File: src/rtl/core/brl_pkg.sv
// Shared types, constants and codes for the line rasterizer.
package brl_pkg;

    localparam int COORD_BITS   = 10;
    localparam int SCR_BITS     = 11;
    localparam int COLOR_BITS   = 16;
    localparam int ERR_BITS     = COORD_BITS + 3;
    localparam int E2_BITS      = ERR_BITS + 1;
    localparam int CMP_BITS     = (COORD_BITS > SCR_BITS) ? COORD_BITS : SCR_BITS;
    localparam int CFG_IDX_BITS = 2;
    localparam int CMD_DEPTH_DEF = 2;

    localparam logic [SCR_BITS-1:0] SCREEN_WIDTH_RST  = SCR_BITS'(320);
    localparam logic [SCR_BITS-1:0] SCREEN_HEIGHT_RST = SCR_BITS'(240);

    // Action codes.
    localparam logic ACT_LOAD    = 1'b0;
    localparam logic ACT_ADVANCE = 1'b1;

    // Configuration register indexes.
    localparam logic [CFG_IDX_BITS-1:0] REG_SCREEN_WIDTH  = CFG_IDX_BITS'(0);
    localparam logic [CFG_IDX_BITS-1:0] REG_SCREEN_HEIGHT = CFG_IDX_BITS'(1);

    typedef struct packed {
        logic                  action;
        logic [COORD_BITS-1:0] start_x;
        logic [COORD_BITS-1:0] start_y;
        logic [COORD_BITS-1:0] stop_x;
        logic [COORD_BITS-1:0] stop_y;
        logic [COLOR_BITS-1:0] pen_color;
    } request_t;

    typedef struct packed {
        logic [COORD_BITS-1:0] pixel_x;
        logic [COORD_BITS-1:0] pixel_y;
        logic [COLOR_BITS-1:0] pixel_color;
        logic                  on_screen;
        logic [COORD_BITS-1:0] panel_column;
        logic                  last;
    } pixel_t;

    // Classified command from front to back.
    typedef struct packed {
        logic                  action;
        logic [COORD_BITS-1:0] start_x;
        logic [COORD_BITS-1:0] start_y;
        logic [COORD_BITS-1:0] stop_x;
        logic [COORD_BITS-1:0] stop_y;
        logic [COORD_BITS-1:0] delta_x;
        logic [COORD_BITS-1:0] delta_y;
        logic                  dir_x;
        logic                  dir_y;
        logic [ERR_BITS-1:0]   err_term;
        logic [COLOR_BITS-1:0] color;
    } cmd_t;

    typedef struct packed {
        logic [SCR_BITS-1:0] width;
        logic [SCR_BITS-1:0] height;
    } screen_cfg_t;

endpackage

File: src/rtl/core/brl_front.sv
// Front end: accepts request words and works out spans, directions and initial error.
module brl_front
    import brl_pkg::*;
(
    input  logic     push,
    output logic     full,
    input  request_t request,
    input  logic     cmd_full,
    output logic     cmd_push,
    output cmd_t     cmd
);

    logic                  dir_x;
    logic                  dir_y;
    logic [COORD_BITS-1:0] span_x;
    logic [COORD_BITS-1:0] span_y;

    assign full     = cmd_full;
    assign cmd_push = push && !cmd_full;

    always_comb
    begin
        dir_x  = request.stop_x < request.start_x;
        dir_y  = request.stop_y < request.start_y;
        span_x = dir_x ? (request.start_x - request.stop_x) : (request.stop_x - request.start_x);
        span_y = dir_y ? (request.start_y - request.stop_y) : (request.stop_y - request.start_y);

        cmd.action   = request.action;
        cmd.start_x  = request.start_x;
        cmd.start_y  = request.start_y;
        cmd.stop_x   = request.stop_x;
        cmd.stop_y   = request.stop_y;
        cmd.delta_x  = span_x;
        cmd.delta_y  = span_y;
        cmd.dir_x    = dir_x;
        cmd.dir_y    = dir_y;
        cmd.err_term = {{(ERR_BITS-COORD_BITS){1'b0}}, span_x}
                     - {{(ERR_BITS-COORD_BITS){1'b0}}, span_y};
        cmd.color    = request.pen_color;
    end

endmodule

File: src/rtl/core/brl_cmd_fifo.sv
// Short command queue between front end and stepper.
module brl_cmd_fifo
    import brl_pkg::*;
#(
    parameter int DEPTH = CMD_DEPTH_DEF
)
(
    input  logic clk,
    input  logic rst_n,
    input  logic wr_en,
    input  cmd_t wr_data,
    output logic full,
    input  logic rd_en,
    output cmd_t rd_data,
    output logic empty
);

    localparam int PTR_W = (DEPTH > 1) ? $clog2(DEPTH) : 1;
    localparam int CNT_W = $clog2(DEPTH + 1);

    cmd_t             entry_reg [DEPTH];
    logic [PTR_W-1:0] wr_ptr_reg;
    logic [PTR_W-1:0] wr_ptr_next;
    logic [PTR_W-1:0] rd_ptr_reg;
    logic [PTR_W-1:0] rd_ptr_next;
    logic [CNT_W-1:0] count_reg;
    logic [CNT_W-1:0] count_next;
    logic             do_wr;
    logic             do_rd;

    assign full    = count_reg == CNT_W'(DEPTH);
    assign empty   = count_reg == '0;
    assign rd_data = entry_reg[rd_ptr_reg];
    assign do_wr   = wr_en && !full;
    assign do_rd   = rd_en && !empty;

    always_comb
    begin
        wr_ptr_next = wr_ptr_reg;
        rd_ptr_next = rd_ptr_reg;
        count_next  = count_reg;
        if (do_wr)
        begin
            wr_ptr_next = (wr_ptr_reg == PTR_W'(DEPTH - 1)) ? '0 : wr_ptr_reg + 1'b1;
        end
        if (do_rd)
        begin
            rd_ptr_next = (rd_ptr_reg == PTR_W'(DEPTH - 1)) ? '0 : rd_ptr_reg + 1'b1;
        end
        if (do_wr && !do_rd)
        begin
            count_next = count_reg + 1'b1;
        end
        else if (do_rd && !do_wr)
        begin
            count_next = count_reg - 1'b1;
        end
    end

    always_ff @(posedge clk or negedge rst_n)
    begin
        if (!rst_n)
        begin
            wr_ptr_reg <= '0;
            rd_ptr_reg <= '0;
            count_reg  <= '0;
        end
        else
        begin
            wr_ptr_reg <= wr_ptr_next;
            rd_ptr_reg <= rd_ptr_next;
            count_reg  <= count_next;
        end
    end

    always_ff @(posedge clk)
    begin
        if (do_wr)
        begin
            entry_reg[wr_ptr_reg] <= wr_data;
        end
    end

    a_count_bound: assert property (@(posedge clk) disable iff (!rst_n)
        count_reg <= CNT_W'(DEPTH))
        else $error("command queue count past depth");

endmodule

File: src/rtl/core/brl_back.sv
// Stepper: holds the line state, runs the Bresenham step and registers each pixel word.
module brl_back
    import brl_pkg::*;
(
    input  logic        clk,
    input  logic        rst_n,
    input  screen_cfg_t screen,
    input  cmd_t        cmd,
    input  logic        cmd_empty,
    output logic        cmd_pop,
    output pixel_t      result,
    output logic        empty,
    input  logic        pop
);

    logic                  busy_reg;
    logic                  busy_next;
    logic [COORD_BITS-1:0] cur_x_reg;
    logic [COORD_BITS-1:0] cur_x_next;
    logic [COORD_BITS-1:0] cur_y_reg;
    logic [COORD_BITS-1:0] cur_y_next;
    logic [COORD_BITS-1:0] end_x_reg;
    logic [COORD_BITS-1:0] end_x_next;
    logic [COORD_BITS-1:0] end_y_reg;
    logic [COORD_BITS-1:0] end_y_next;
    logic [COORD_BITS-1:0] delta_x_reg;
    logic [COORD_BITS-1:0] delta_x_next;
    logic [COORD_BITS-1:0] delta_y_reg;
    logic [COORD_BITS-1:0] delta_y_next;
    logic                  dir_x_reg;
    logic                  dir_x_next;
    logic                  dir_y_reg;
    logic                  dir_y_next;
    logic [ERR_BITS-1:0]   err_reg;
    logic [ERR_BITS-1:0]   err_next;
    logic [COLOR_BITS-1:0] color_reg;
    logic [COLOR_BITS-1:0] color_next;
    logic                  out_valid_reg;
    logic                  out_valid_next;
    pixel_t                result_reg;
    pixel_t                result_next;

    logic                  fire;
    logic                  emit;
    logic                  is_load;
    logic signed [E2_BITS-1:0] e2;
    logic signed [E2_BITS-1:0] sdx;
    logic signed [E2_BITS-1:0] sdy;
    logic signed [E2_BITS-1:0] err_sum;
    logic                  step_x;
    logic                  step_y;
    logic [CMP_BITS-1:0]   x_ext;
    logic [CMP_BITS-1:0]   y_ext;
    logic [CMP_BITS-1:0]   panel_full;
    logic                  on;
    logic                  fin;

    // Take a command whenever the output slot is free or being drained this cycle.
    assign fire    = !cmd_empty && (!out_valid_reg || pop);
    assign cmd_pop = fire;
    assign is_load = cmd.action == ACT_LOAD;
    assign emit    = fire && (is_load || busy_reg);
    assign empty   = !out_valid_reg;
    assign result  = result_reg;

    always_comb
    begin
        e2      = signed'({err_reg[ERR_BITS-1], err_reg}) <<< 1;
        sdx     = signed'({{(E2_BITS-COORD_BITS){1'b0}}, delta_x_reg});
        sdy     = signed'({{(E2_BITS-COORD_BITS){1'b0}}, delta_y_reg});
        step_x  = e2 >= -sdy;
        step_y  = e2 <= sdx;
        err_sum = signed'({err_reg[ERR_BITS-1], err_reg})
                - (step_x ? sdy : '0) + (step_y ? sdx : '0);

        busy_next    = busy_reg;
        cur_x_next   = cur_x_reg;
        cur_y_next   = cur_y_reg;
        end_x_next   = end_x_reg;
        end_y_next   = end_y_reg;
        delta_x_next = delta_x_reg;
        delta_y_next = delta_y_reg;
        dir_x_next   = dir_x_reg;
        dir_y_next   = dir_y_reg;
        err_next     = err_reg;
        color_next   = color_reg;

        if (fire && is_load)
        begin
            cur_x_next   = cmd.start_x;
            cur_y_next   = cmd.start_y;
            end_x_next   = cmd.stop_x;
            end_y_next   = cmd.stop_y;
            delta_x_next = cmd.delta_x;
            delta_y_next = cmd.delta_y;
            dir_x_next   = cmd.dir_x;
            dir_y_next   = cmd.dir_y;
            err_next     = cmd.err_term;
            color_next   = cmd.color;
        end
        else if (emit)
        begin
            err_next = err_sum[ERR_BITS-1:0];
            if (step_x)
            begin
                cur_x_next = dir_x_reg ? cur_x_reg - 1'b1 : cur_x_reg + 1'b1;
            end
            if (step_y)
            begin
                cur_y_next = dir_y_reg ? cur_y_reg - 1'b1 : cur_y_reg + 1'b1;
            end
        end

        x_ext      = CMP_BITS'(cur_x_next);
        y_ext      = CMP_BITS'(cur_y_next);
        on         = (x_ext < CMP_BITS'(screen.width))
                  && (y_ext < CMP_BITS'(screen.height));
        panel_full = CMP_BITS'(screen.height) - 1'b1 - y_ext;
        fin        = (cur_x_next == end_x_next) && (cur_y_next == end_y_next);

        if (emit)
        begin
            busy_next = !fin;
        end

        result_next.pixel_x      = cur_x_next;
        result_next.pixel_y      = cur_y_next;
        result_next.pixel_color  = color_next;
        result_next.on_screen    = on;
        result_next.panel_column = on ? panel_full[COORD_BITS-1:0] : '0;
        result_next.last         = fin;

        out_valid_next = out_valid_reg;
        if (emit)
        begin
            out_valid_next = 1'b1;
        end
        else if (pop)
        begin
            out_valid_next = 1'b0;
        end
    end

    always_ff @(posedge clk or negedge rst_n)
    begin
        if (!rst_n)
        begin
            busy_reg      <= 1'b0;
            out_valid_reg <= 1'b0;
            cur_x_reg     <= '0;
            cur_y_reg     <= '0;
            end_x_reg     <= '0;
            end_y_reg     <= '0;
            delta_x_reg   <= '0;
            delta_y_reg   <= '0;
            dir_x_reg     <= 1'b0;
            dir_y_reg     <= 1'b0;
            err_reg       <= '0;
            color_reg     <= '0;
        end
        else
        begin
            busy_reg      <= busy_next;
            out_valid_reg <= out_valid_next;
            cur_x_reg     <= cur_x_next;
            cur_y_reg     <= cur_y_next;
            end_x_reg     <= end_x_next;
            end_y_reg     <= end_y_next;
            delta_x_reg   <= delta_x_next;
            delta_y_reg   <= delta_y_next;
            dir_x_reg     <= dir_x_next;
            dir_y_reg     <= dir_y_next;
            err_reg       <= err_next;
            color_reg     <= color_next;
        end
    end

    always_ff @(posedge clk)
    begin
        if (emit)
        begin
            result_reg <= result_next;
        end
    end

    a_last_idles: assert property (@(posedge clk) disable iff (!rst_n)
        (emit && fin) |=> !busy_reg)
        else $error("final pixel did not leave the stepper idle");

    a_idle_drop: assert property (@(posedge clk) disable iff (!rst_n)
        (fire && !emit) |=> !out_valid_reg)
        else $error("dropped advance produced a pixel word");

    a_unit_step: assert property (@(posedge clk) disable iff (!rst_n)
        (fire && !is_load) |=>
            (cur_x_reg == $past(cur_x_reg)) || (cur_x_reg == $past(cur_x_reg) + 1'b1)
            || (cur_x_reg == $past(cur_x_reg) - 1'b1))
        else $error("x moved more than one pixel in a step");

endmodule

File: src/rtl/core/bresenham_line_rasterizer.sv
// Line rasterizer top level: one pixel word per clock while commands are queued and pop drains
// the output slot; a request word enters the command queue, then its pixel word is registered in
// the stepper's output slot. Its combinational error update and registered output slot set that
// rate; the command queue is CMD_DEPTH words deep. Screen size registers reset to 320 by 240.
module bresenham_line_rasterizer
    import brl_pkg::*;
#(
    parameter int CMD_DEPTH = CMD_DEPTH_DEF
)
(
    input  logic                    clk,
    input  logic                    rst_n,
    input  logic                    push,
    output logic                    full,
    input  request_t                request,
    output logic                    empty,
    input  logic                    pop,
    output pixel_t                  pixel,
    input  logic                    cfg_valid,
    output logic                    cfg_ready,
    input  logic [CFG_IDX_BITS-1:0] cfg_index,
    input  logic [SCR_BITS-1:0]     cfg_data
);

    screen_cfg_t screen_reg;
    screen_cfg_t screen_next;
    logic        cmd_push;
    cmd_t        cmd_in;
    logic        cmd_full;
    logic        cmd_pop;
    cmd_t        cmd_out;
    logic        cmd_empty;

    assign cfg_ready = 1'b1;

    always_comb
    begin
        screen_next = screen_reg;
        if (cfg_valid)
        begin
            // Drop writes to indexes beyond the register list.
            unique case (cfg_index)
                REG_SCREEN_WIDTH:  screen_next.width  = cfg_data;
                REG_SCREEN_HEIGHT: screen_next.height = cfg_data;
                default:           screen_next = screen_reg;
            endcase
        end
    end

    always_ff @(posedge clk or negedge rst_n)
    begin
        if (!rst_n)
        begin
            screen_reg.width  <= SCREEN_WIDTH_RST;
            screen_reg.height <= SCREEN_HEIGHT_RST;
        end
        else
        begin
            screen_reg <= screen_next;
        end
    end

    brl_front u_front (
        .push     (push),
        .full     (full),
        .request  (request),
        .cmd_full (cmd_full),
        .cmd_push (cmd_push),
        .cmd      (cmd_in)
    );

    brl_cmd_fifo #(
        .DEPTH (CMD_DEPTH)
    ) u_cmd_fifo (
        .clk     (clk),
        .rst_n   (rst_n),
        .wr_en   (cmd_push),
        .wr_data (cmd_in),
        .full    (cmd_full),
        .rd_en   (cmd_pop),
        .rd_data (cmd_out),
        .empty   (cmd_empty)
    );

    brl_back u_back (
        .clk       (clk),
        .rst_n     (rst_n),
        .screen    (screen_reg),
        .cmd       (cmd_out),
        .cmd_empty (cmd_empty),
        .cmd_pop   (cmd_pop),
        .result    (pixel),
        .empty     (empty),
        .pop       (pop)
    );

endmodule
File: config.mk
export PLATFORM = sky130hd
export DESIGN_NAME = bresenham_line_rasterizer
export DESIGN_NICKNAME = d
export VERILOG_FILES = /design/src/rtl/core/brl_pkg.sv /design/src/rtl/core/brl_front.sv /design/src/rtl/core/brl_cmd_fifo.sv /design/src/rtl/core/brl_back.sv /design/src/rtl/core/bresenham_line_rasterizer.sv
export SDC_FILE = /design/constraint.sdc
export NUM_CORES = 1
export LEC_CHECK = 0
export BUFFER_PORTS_ARGS = -buffer_cell sky130_fd_sc_hd__buf_2
export CAP_MARGIN = 30
export CORE_ASPECT_RATIO = 0.6
export CORE_MARGIN = 1.5
export CORE_UTILIZATION = 45
export CTS_BUF_LIST = sky130_fd_sc_hd__clkbuf_16
export DETAILED_ROUTE_END_ITERATION = 10
export SLEW_MARGIN = 20
export SYNTH_ARGS = -nofsm -noshare
export SYNTH_HDL_FRONTEND = slang
export SYNTH_HIERARCHICAL = 1
export SYNTH_SLANG_ARGS = --single-unit
File: constraint.sdc
create_clock -name clk -period 7.2 [get_ports clk]
set_clock_uncertainty 0.2 [all_clocks]
set_input_delay 1.44 -clock clk [delete_from_list [all_inputs] [get_ports clk]]
set_output_delay 1.44 -clock clk [all_outputs]
set_load 0.01 [all_outputs]
======== Word-level counts from Yosys, hierarchy flattened ========
Memories as Yosys holds them, arrays and structs flattened.
Cells that the tools add are included.
word-level totals
  input bits .............................. 75
  ROM bits ................................ 0
  latch bits .............................. 0
  bits in registers ....................... 167
  output and inout port bits .............. 51
  memories ................................ 1
  memory bits (writable) .................. 184
operators by class
  eq/ne operators ......................... 4
  shift-type cells ........................ 0
  muxes and demuxes ....................... 25
  bitwise operators ....................... 1
  div/mod/pow operators ................... 0
  reduce and logical (&&, ||, !) cells .... 25
  magnitude comparators ................... 6
  multiply operators ...................... 0
  add/sub/neg operators ................... 18
memories
  memory                depth  width  rd ports  clocked after Yosys merged registers in  write ports  line                source
  u_cmd_fifo.entry_reg  2      92     1         0                                        1            brl_cmd_fifo.sv:21  cmd_t entry_reg [DEPTH];
operators with widths
  cell                     count
  $mux W10                 14
  $sub A10 B10 Y10         5
  $sub A10 B1 Y10 const B  3
  $mux W13                 2
  $lt A10 B11 Y1           2
  $add A10 B1 Y10 const B  2
  $eq A10 B10 Y1           2
  $lt A10 B10 Y1           2
  $mux W16                 1
  $ge A14 B14 Y1           1
  $le A14 B11 Y1           1
  $neg A10 Y14             1
  $add A13 B13 Y13         1
  $sub A13 B10 Y13         1
  $sub A10 B10 Y11         1
  $logic_and A1 B1 Y1      10
  $logic_not A1 Y1         6
  $mux W1                  6
  $reduce_bool A2 Y1       3
  $logic_not A2 Y1         2
  $mux W2                  2
  $reduce_and A2 Y1        2
  $add A1 B1 Y1 const B    2
  $add A2 B1 Y2 const B    1
  other kinds (5)          6

======== Logic depth before layout (Yosys ltp) ========
Gate-level depths: netlist of run 1.
  word-level depth ........................ 9
  mapped depth ............................ 25

======== Hierarchy ========
The synthesis of run 1 kept the hierarchy.
modules (own cells, without submodules)
  module                     sequential area each (sq um)  cells each  times used  area each (sq um)
  brl_back                   3768.6                        1009        1           9262.6
  brl_cmd_fifo               5625.4                        305         1           7116.8
  brl_front                  0.0                           368         1           2740.1
  bresenham_line_rasterizer  558.0                         50          1           855.8

======== Worst setup path after synthesis of run 1 ========
Ideal clock, no wire load.
  path kind ............................... input to register
  start ................................... input push
  end ..................................... memory u_cmd_fifo/entry_reg[0][0] in the netlist's numbering, enable pin
  library setup time ...................... 0.543 ns
  cell stages on the path ................. 3
  required time ........................... 6.457 ns
  data arrival time ....................... 5.514 ns
  slack ................................... 0.943 ns
  path buffers ............................ 0
  cells stage by stage .................... nor2b_1 nand2_1 nor2_1
on the way
  longest elaborated chain between the ends .. 4
RTL lines
  item                           line                             source
  start, declared                bresenham_line_rasterizer.sv:13  input logic push,
  $logic_and A1 B1 Y1            brl_front.sv:19                  assign cmd_push = push && !cmd_full;
  $logic_and A1 B1 Y1            brl_cmd_fifo.sv:34               assign do_wr = wr_en && !full;
  $mux W1                        brl_cmd_fifo.sv:78               if (do_wr)
  $mux W1 (not written as such)  brl_cmd_fifo.sv:80               entry_reg[wr_ptr_reg] <= wr_data;
  end, declared                  brl_cmd_fifo.sv:21
Every way passes these cells.

======== Worst setup path in the final report of run 1 ========
  start ................................... register u_back.delta_y_reg[2]
  end ..................................... register u_back.err_reg[10]
on the way
  longest elaborated chain between the ends .. 7
RTL lines
  item                    line             source
  start, declared         brl_back.sv:28   logic [COORD_BITS-1:0] delta_y_reg;
  start signal, assigned  brl_back.sv:170  delta_y_reg <= delta_y_next;
  $neg A10 Y14            brl_back.sv:71   step_x = e2 >= -sdy;
  $ge A14 B14 Y1          brl_back.sv:71
  $mux W10 *              brl_back.sv:74   - (step_x ? sdy : '0) + (step_y ? sdx : '0);
  $sub A13 B10 Y13 *      brl_back.sv:74
  $add A13 B13 Y13 *      brl_back.sv:74
  $mux W13 *              brl_back.sv:101  else if (emit)
  $mux W13 *              brl_back.sv:88   if (fire && is_load)
  end signal, assigned    brl_back.sv:173  err_reg <= err_next;
  end, declared           brl_back.sv:34   logic [ERR_BITS-1:0] err_reg;
Mark *: on every way between the ends. The rest lies on a longest branch, timed or not. The select of a mux whose other input is x is not followed.
A chain may end at the register's enable or synchronous reset.

==> results of run 1 <==
cell type report:
class	instances	area, µm²	share of cell area
clock inverters	30	216	0.00987
repair buffers	149	868	0.0396
diodes	4	10.0	0.000457
inverters	158	593	0.0271
clock buffers	36	901	0.0411
multi-input cells	1108	8650	0.395
flip-flops and latches	351	9960	0.454
well taps	579	724	0.0330
per-stage QoR:
| stage | instances | util | worst slack [ns] | hold slack (ns) | area [µm²] |
|---|---|---|---|---|---|
| 2_1_floorplan | 1732 | - | 0.943 | 0.237 | 20000 |
| 3_3_place_gp | 2341 | 0.476 | 0.828 | 0.251 | 20700 |
| 3_5_place_dp | 2341 | 0.476 | 0.550 | 0.257 | 20700 |
| 4_1_cts | 2407 | 0.501 | 0.519 | 0.273 | 21800 |
| 5_1_grt | 2411 | 0.503 | 0.320 | 0.295 | 21900 |
| 6_report | 2415 | 0.503 | 0.725 | 0.272 | 21900 |
worst register-to-register path, stage by stage (launching register included):
cell and delay [ns]:
sky130_fd_sc_hd__dfrtp_1 0.44, sky130_fd_sc_hd__or4_1 0.61, sky130_fd_sc_hd__nor2_1 0.15, sky130_fd_sc_hd__nand2_1 0.16
sky130_fd_sc_hd__nor3_1 0.22, sky130_fd_sc_hd__xor2_1 0.18, sky130_fd_sc_hd__ha_1 0.27, sky130_fd_sc_hd__and4_1 0.18
sky130_fd_sc_hd__and3_1 0.19, sky130_fd_sc_hd__o21ai_1 0.10, sky130_fd_sc_hd__and3_1 0.20, sky130_fd_sc_hd__o21ai_0 0.15
sky130_fd_sc_hd__buf_2 0.21, sky130_fd_sc_hd__and2_1 0.18, sky130_fd_sc_hd__fa_1 0.50, sky130_fd_sc_hd__inv_1 0.04
sky130_fd_sc_hd__ha_1 0.33, sky130_fd_sc_hd__a21o_1 0.19, sky130_fd_sc_hd__a21oi_1 0.24, sky130_fd_sc_hd__o21bai_1 0.11
sky130_fd_sc_hd__a21oi_1 0.25, sky130_fd_sc_hd__o21bai_1 0.10, sky130_fd_sc_hd__a21oi_1 0.29, sky130_fd_sc_hd__o21ai_0 0.19
sky130_fd_sc_hd__or2_2 0.31, sky130_fd_sc_hd__xnor2_1 0.13, sky130_fd_sc_hd__a221oi_1 0.23
cells in the mapped netlist (all sizes together), types with 22 or more instances:
master / instances
a21o: 29
a21oi: 67
buf: 93
clkbuf: 22
dfrtp: 113
edfxtp: 232
ha: 129
inv: 158
mux2: 120
nand2: 206
nand3: 23
nor2: 68
nor3: 26
o21ai: 87
xnor2: 50
xor2: 36
power by group through the flow:
| stage | sequential [mW] | clock (mW) | combinational, mW |
|---|---|---|---|
| 5_1_grt | 3.65 | 1.93 | 7.36 |
| 3_3_place_gp | 3.59 | 0 | 6.43 |
| 2_1_floorplan | 3.53 | 0 | 4.72 |
| 6_report | 3.57 | 1.81 | 6.64 |
| 3_5_place_dp | 3.61 | 0 | 6.51 |
| 4_1_cts | 3.57 | 1.85 | 6.56 |
metal layers:
metal,part of all wire,global-route usage,vias to the layer above,routed length [µm]
met4,0.014,0.0397,0,715
met5,0,0,-,0
met1,0.52,0.369,6315,26000
met2,0.37,0.278,429,18600
li1,-,-,6210,-
met3,0.094,0.0620,51,4690
cells in the final DEF, fill, tap and decap left out, types with 7 or more instances in the layout:
cell	Yosys	routed
sky130_fd_sc_hd__ha_1	129	129
sky130_fd_sc_hd__and2_1	12	12
sky130_fd_sc_hd__mux2_4	72	72
sky130_fd_sc_hd__o21a_1	10	10
sky130_fd_sc_hd__nand4_1	7	7
sky130_fd_sc_hd__nor2_1	67	66
sky130_fd_sc_hd__buf_4	66	21
sky130_fd_sc_hd__clkinv_1	0	11
sky130_fd_sc_hd__a21oi_1	64	64
sky130_fd_sc_hd__o21bai_1	15	15
sky130_fd_sc_hd__and3_1	11	10
sky130_fd_sc_hd__mux2i_1	14	14
sky130_fd_sc_hd__xnor2_1	49	49
sky130_fd_sc_hd__nor4_1	8	8
sky130_fd_sc_hd__o21ai_0	82	81
sky130_fd_sc_hd__a211oi_1	12	12
sky130_fd_sc_hd__xor2_1	36	36
sky130_fd_sc_hd__nand3_1	23	23
sky130_fd_sc_hd__dfrtp_1	113	112
sky130_fd_sc_hd__nand2b_1	12	12
sky130_fd_sc_hd__mux2_2	48	48
sky130_fd_sc_hd__nor3_1	25	25
sky130_fd_sc_hd__clkbuf_16	0	36
sky130_fd_sc_hd__buf_2	8	124
sky130_fd_sc_hd__a21o_1	28	28
sky130_fd_sc_hd__nand2_1	206	206
sky130_fd_sc_hd__nor2b_1	17	17
sky130_fd_sc_hd__a31oi_1	12	12
sky130_fd_sc_hd__fa_1	18	18
sky130_fd_sc_hd__inv_1	158	164
sky130_fd_sc_hd__edfxtp_1	232	232
worst paths after layout:
kind	start	to	cells after the start
worst min-delay path	u_back/color_reg[4]	u_back/color_reg[4]	2
worst max register to register	u_back/delta_y_reg[2]	u_back/err_reg[10]	26
worst max-delay path	u_back/delta_y_reg[2]	u_back/err_reg[10]	26
max in group asynchronous	rst_n	u_back/color_reg[9]	3
worst min register to register	u_back/color_reg[4]	u_back/color_reg[4]	2
min in group asynchronous	rst_n	screen_reg[3]	1
cells by family after synthesis:
logic type | after synthesis
compound gates | 301
xor+xnor | 86
fa+ha+maj | 147
buf+inv | 273
flops | 351
mux | 138
other cells | 1
simple gates | 435
==> summary.md, run 1 <==
| Metric | Value |
|---|---|
| Outcome | finished with violations |
| Failing checks | design-rule violations |
| Setup repair after global routing missed its margin | no |
| Data arrival time of the critical path | 6.73 ns |
| FILL cells | just under 4000 |
| Fraction of the yosys area taken by sequential cells | 0.498 |
| Total chip power | 12.0 mW |
| CP dominant cell by count | sky130_fd_sc_hd__a21oi_1 |
| Floorplan die width | 275 µm |
| Maximum number of buffers from clock root to sink | 3 |
| Critical Path Source Type | register |
| Crit Path Category | reg2reg |
| Via Count | 13000 |
| Final critical-path required period | 6.48 ns |
| Portion of netlist area occupied by mux cells | 0.0909 |
| Complex-gate fraction of the synthesized area | 0.0998 |
| Total grt overflow | 0 |
| Fraction of synthesized cell area in xor and xnor cells | 0.0381 |
| Gate count of the mapped netlist | approximately 1700 |
| Headroom to the max-slew limit | 0.416 |
| Mean routed wirelength per cell | approximately 21 µm |
| Worst endpoint required time | about 7.5 ns |
| Number of buffers inserted by port buffering | roughly 120 |
| Post-CTS Hold Buffers | 0 |
| Final critical-path share of the clock period | 0.899 |
| Count of distinct cell types in the synthesized netlist | 88 |
| Clock tree from TritonCTS | yes |
| Final setup violation count | 0 |
| Clock sink count | roughly 350 |
| Slowest cell on the critical path | sky130_fd_sc_hd__or4_1 |
| Clk pwr share | 0.151 |
| Drt total wl | about 50 mm |
| Post-detailed-route count of antenna-violating nets | 0 |
| Leakage Power | approximately 9.6 nW |
| Worst path top cell family by delay | simple AND/OR/NAND/NOR gates |
| Detailed Route Iter0 Violations | 1153 |
| Cell-internal power | 6.83 mW |
| Most used flip-flop cell after synthesis | sky130_fd_sc_hd__edfxtp_1 |
| Vias per Instance | about 5.4 |
| Leading post-synthesis cells by cell area | sky130_fd_sc_hd__edfxtp_1 35%, sky130_fd_sc_hd__dfrtp_1 14%, sky130_fd_sc_hd__ha_1 8.1% |
| Root buf cell | sky130_fd_sc_hd__clkbuf_16 |
| Buffers and inverters on the worst path | 2 |
| Combinational Power Share | 0.552 |
| Largest net degree at the start of global routing | between 60 and 70 |
| Maximum clock frequency | around 150 MHz |
| Crit-path max FO | 8 |
| Worst stage delay on the critical path | ~0.6 ns |
| Cell type with the largest total area after synthesis | sky130_fd_sc_hd__edfxtp_1 |
| Final slew viol count | 0 |
| Worst-Skew Late Latency | about 0.55 ns |
| Mean cell area of the mapped netlist | ~12 µm² |
| Number of flip-flops under the largest register name | around 180 |
| Area of the die | around 46000 µm² |
| Detailed placer's ending HPWL | between 30 and 40 mm |
| First-pass GRT wire length | roughly 77 mm |
| Total routing resource utilization after global routing | 0.221 |
| Setup TNS | 0 ns |
| Net count of the finished layout | slightly above 2000 |
| VDD IR max | 0.192 mV |
| Async set-reset flop share out of synthesis | 0.339 |
| Share of final-layout standard cells stronger than drive strength 1 | 0.198 |
| Kind of end point of the critical path | register |
| Antenna violations before repair | 3 |
| Switching Fraction | 0.432 |
| Number of enable-type register cells in the synthesized netlist | between 200 and 250 |
| Arithmetic-cell share of the synthesized area counting full adders, half adders and majority gates | 0.0988 |
| Part of the total power dissipated in sequential elements | 0.297 |
| Final hold violation count | 0 |
| Post-CTS setup repair buffer count | 0 |
| Power per cell area | between 500 and 600 nW/µm² |
| Synth-to-Final Area Change | 9.75% |
| Final RePlAce weighted congestion | between 0.8 and 0.9 |
| Core area | 43600 µm² |
| Number of resized instances in the post-cts repair step | 0 |
| Measured slew at the worst slew-check pin | 0.876 ns |
| Initial DRT Pass Iterations | 8 |
| Share of the synthesized area in the top cell type | 0.349 |
| Number of standard-cell rows in the floorplan | 59 |
| Worst min-delay path class | reg2reg |
| Net count of the mapped netlist | a little under 2000 |
| Total of warnings raised by yosys | 6 |
| Vias in the first global route | ~12000 |
| Number of maximum-capacitance constraint violations | 0 |
| Total of flip-flops plus latches after synthesis | between 300 and 400 |
| Dominant combinational cell family by area after synthesis | simple AND/OR/NAND/NOR gates |
| Max H-tree Level | 2 |
| Remaining design rule violation count | 12 |
| Ports placed on the boundary | roughly 130 |
| Basic-gate share of the synthesized area counting and, or, nand and nor cells | 0.104 |
| Register-to-Register Setup Slack | approximately 0.72 ns |
| Initial Util | 0.459 |
| Floorplan die height | around 170 µm |
| Netlist area before placement | around 20000 µm² |
| Clock slew seen by the registers of the worst setup and hold paths | 0.06 ns |
| Clock buffer count from CTS | 36 |
| Net load switching power | between 5 and 6 mW |
Note: power is estimated with default switching activity, not from simulation.
==> run 2, diff against run 1 <==
--- a/config.mk
+++ b/config.mk
@@ -7,11 +7,11 @@
 export LEC_CHECK = 0
 export BUFFER_PORTS_ARGS = -buffer_cell sky130_fd_sc_hd__buf_2
 export CAP_MARGIN = 30
-export CORE_ASPECT_RATIO = 0.6
 export CORE_MARGIN = 1.5
-export CORE_UTILIZATION = 45
+export CORE_UTILIZATION = 60
 export CTS_BUF_LIST = sky130_fd_sc_hd__clkbuf_16
 export DETAILED_ROUTE_END_ITERATION = 10
+export PLACE_DENSITY = 0.79
 export SLEW_MARGIN = 20
 export SYNTH_ARGS = -nofsm -noshare
 export SYNTH_HDL_FRONTEND = slang
==> run 2 against run 1 <==
- the run now ends clean
- utilization grew 16 points
- flip-flop and latch count is the same
- clock power grew 3%
- power shrank 1.7%
- register-to-register slack gained 0.07 ns
- worst setup slack gained 0.070 ns
- first-iteration DRC count is essentially flat
- largest power group unchanged
==> summary.md, run 2 (synthesized netlist as in run 1, its figures left out) <==
| Metric | Value |
|---|---|
| Max H-tree Level | 2 (unchanged) |
| Outcome | complete, no violations |
| Kind of end point of the critical path | register |
| Min-Delay Path Depth | 2 (unchanged) |
| Crit Path Category | reg2reg |
| Root buf cell | sky130_fd_sc_hd__clkbuf_16 |
| Mean routed wirelength per cell | 19.8 µm (-4.1%) |
| Leakage Power | 9.56 nW (about the same) |
| Headroom to the max-slew limit | 0.325 (-0.0912) |
| Drt total wl | 45.1 mm (-9.7%) |
| Amount of wire on met2 after detailed routing | 21.4 mm (+15%) |
| Largest net degree at the start of global routing | 68 (+3.0%) |
| Clock sink count | 351 (unchanged) |
| Post-Place Cells | 2202 (-5.9%) |
| Post-detailed-route count of antenna-violating nets | 0 (unchanged) |
| Clock slew seen by the registers of the worst setup and hold paths | 0.06 ns (about the same) |
| Number of maximum-capacitance constraint violations | 0 (unchanged) |
| Share of final-layout standard cells stronger than drive strength 1 | 0.196 (-0.00197) |
| Uppermost signal routing layer after detailed routing | met4 |
| Final critical-path required period | 6.41 ns (-0.0696 ns) |
| Remaining design rule violation count | 0 (-12) |
| Ports placed on the boundary | 126 (unchanged) |
| Total grt overflow | 0 (unchanged) |
| Maximum number of buffers from clock root to sink | 3 (unchanged) |
| Part of the total power dissipated in sequential elements | 0.300 (+0.003) |
| Core area | 32600 µm² (-25%) |
| Slowest cell on the critical path | sky130_fd_sc_hd__or4_1 |
| Final critical-path share of the clock period | 0.890 (-0.00967) |
| Launching instance or port of the critical path | u_back/delta_y_reg[2] |
| CP dominant cell by count | sky130_fd_sc_hd__a21oi_1 |
| Worst path top cell family by delay | simple AND/OR/NAND/NOR gates |
| Post-CTS Hold Buffers | 0 (unchanged) |
| Register-to-Register Path Depth | 25 (-3.8%) |
| Initial Util | 0.612 (+0.154) |
| Total chip power | 11.8 mW (-1.7%) |
| Vias per Instance | 5.87 (+9.1%) |
| Final slew viol count | 0 (unchanged) |
| Worst min-delay path class | reg2reg |
| Maximum clock frequency | 156 MHz (+1.1%) |
| Measured slew at the worst slew-check pin | 1.01 ns (+0.133 ns) |
| Highest-count cells in the layout ignoring fill and taps | 232 x sky130_fd_sc_hd__edfxtp_1, 206 x sky130_fd_sc_hd__nand2_1, 167 x sky130_fd_sc_hd__inv_1 |
| Net load switching power | 4.97 mW (-4.3%) |
| Final setup violation count | 0 (unchanged) |
| Data arrival time of the critical path | 6.59 ns (-0.14 ns) |
| Fin Hold WS | 0.276 ns (+0.00374 ns) |
| Total routed wire length on the met1 layer | 19.4 mm (-25%) |
| Vias in the first global route | 13400 (+7.8%) |
| Floorplan die width | 185 µm (-33%) |
| Number of standard-cell rows in the floorplan | 66 (+12%) |
| Cell-internal power | 6.85 mW (+0.30%) |
| Post-place setup slack | 0.711 ns (+0.162 ns) |
| Setup TNS | 0 ns (unchanged) |
| Worst flop-to-flop path endpoint | u_back/err_reg[12] |
| Via Count | 13400 (+2.7%) |
| Clock tree from TritonCTS | yes |
| Final cell count without fillers | 2274 (-5.8%) |
| Met3 wire length | 2.64 mm (-44%) |
| Crit-path max FO | 9 (+1) |
| Power per cell area | 544 nW/µm² (-0.84%) |
| Total routing resource utilization after global routing | 0.269 (+0.0472) |
| Floorplan die height | 185 µm (+12%) |
| Critical Path Source Type | register |
| Register-to-Register Setup Slack | 0.79 ns (+0.07 ns) |
| VDD IR max | 0.463 mV (+140%) |
| Hold path endpoint | u_back/color_reg[8] |
| Number of flip-flops under the largest register name | 184 (unchanged) |
| Final RePlAce weighted congestion | 0.920 (+2.3%) |
| Area of the die | 34400 µm² (-25%) |
| Worst stage delay on the critical path | 0.58 ns (-0.03 ns) |
| First-pass GRT wire length | 71.1 mm (-7.3%) |
| Synth-to-Final Area Change | 8.81% |
| Worst endpoint required time | 7.38 ns (-0.07 ns) |
| Most common cell after layout, fill and taps aside | sky130_fd_sc_hd__edfxtp_1 |
| Initial DRT Pass Iterations | 5 (-3) |
| Switching Fraction | 0.420 (-0.0115) |
| Buffers and inverters on the worst path | 1 (-1) |
| Final critical-path setup slack | 0.794 ns (+0.0696 ns) |
| Reg2reg start | u_back/delta_y_reg[2] |
| Detailed placer's ending HPWL | 32.5 mm (-12%) |
| Clk pwr share | 0.158 (+0.007) |
| Antenna violations before repair | 2 (-1) |
| Beginning of the worst hold path | u_back/color_reg[8] |
| Setup repair after global routing missed its margin | no |
| Detailed Route Iter0 Violations | 1152 (-0.087%) |
| Number of buffers inserted by port buffering | 124 (unchanged) |
| Net count of the finished layout | 2022 (-0.20%) |
| Final hold violation count | 0 (unchanged) |
| Clock buffer count from CTS | 38 (+5.6%) |
| Worst-Skew Late Latency | 0.54 ns (about the same) |
| Combinational Power Share | 0.542 (-0.010) |
==> run 2: cell types whose count changed in the layout (fill, tap and decap cells not counted), sizes merged <==
cell and change:
diode -2, clkinvlp +1, clkinv -2, inv +2, buf -6, clkbuf +3
==> run 2: routing by layer <==
layer / GRT usage / up-vias
li1: - / 6186
met1: 0.362 / 6593
met2: 0.436 / 479
met3: 0.0403 / 97
met4: 0.113 / 0
met5: 0 / -
==> run 2: what timing repair did <==
action,in CTS,in global routing
setup endpoints to repair,0,1
endpoints found under the hold margin,0,0
setup buffers,0,0
resized for setup,0,1
==> run 2: final cells by class <==
class	instances	area, µm²
Fill cell	2379	10900
Sequential cell	351	9960
Multi-Input combinational cell	1108	8650
Clock buffer	39	976
Timing Repair Buffer	143	763
Inverter	158	593
Tap cell	442	553
Clock inverter	31	235
Antenna cell	2	5.00
==> run 2: metrics by stage <==
stage / area, µm² / util
after detailed placement: 20500 / 0.629
after global placement: 20500 / 0.629
final: 21700 / 0.666
after CTS: 21700 / 0.666
after floorplan: 20000 / -
after global routing: 21700 / 0.666
==> run 2: worst max-delay path by stage <==
| stage | cells past startpoint | slack, ns | to |
|---|---|---|---|
| floorplan | 3 | 0.94 | u_cmd_fifo/entry_reg[0][0] |
| global placement | 25 | 0.94 | u_back/err_reg[12] |
| detailed placement | 25 | 0.71 | u_back/err_reg[12] |
| CTS | 25 | 0.68 | u_back/err_reg[12] |
| global route | 25 | 0.22 | u_back/err_reg[11] |
| finish | 25 | 0.79 | u_back/err_reg[12] |
==> run 2: power groups by stage <==
| stage | Combinational (mW) | Clock (mW) | Sequential, mW |
|---|---|---|---|
| 6_report | 6.40 | 1.87 | 3.55 |
| 5_1_grt | 7.08 | 1.98 | 3.63 |
| 4_1_cts | 6.35 | 1.90 | 3.55 |
| 3_5_place_dp | 6.28 | 0 | 3.57 |
| 3_3_place_gp | 6.10 | 0 | 3.54 |
| 2_1_floorplan | 4.72 | 0 | 3.53 |
==> run 2: tightest hold or removal path, stage by stage (launching register included) <==
cell and delay, ns:
sky130_fd_sc_hd__dfrtp_1 0.32, sky130_fd_sc_hd__nand2_1 0.05, sky130_fd_sc_hd__nand2_1 0.07
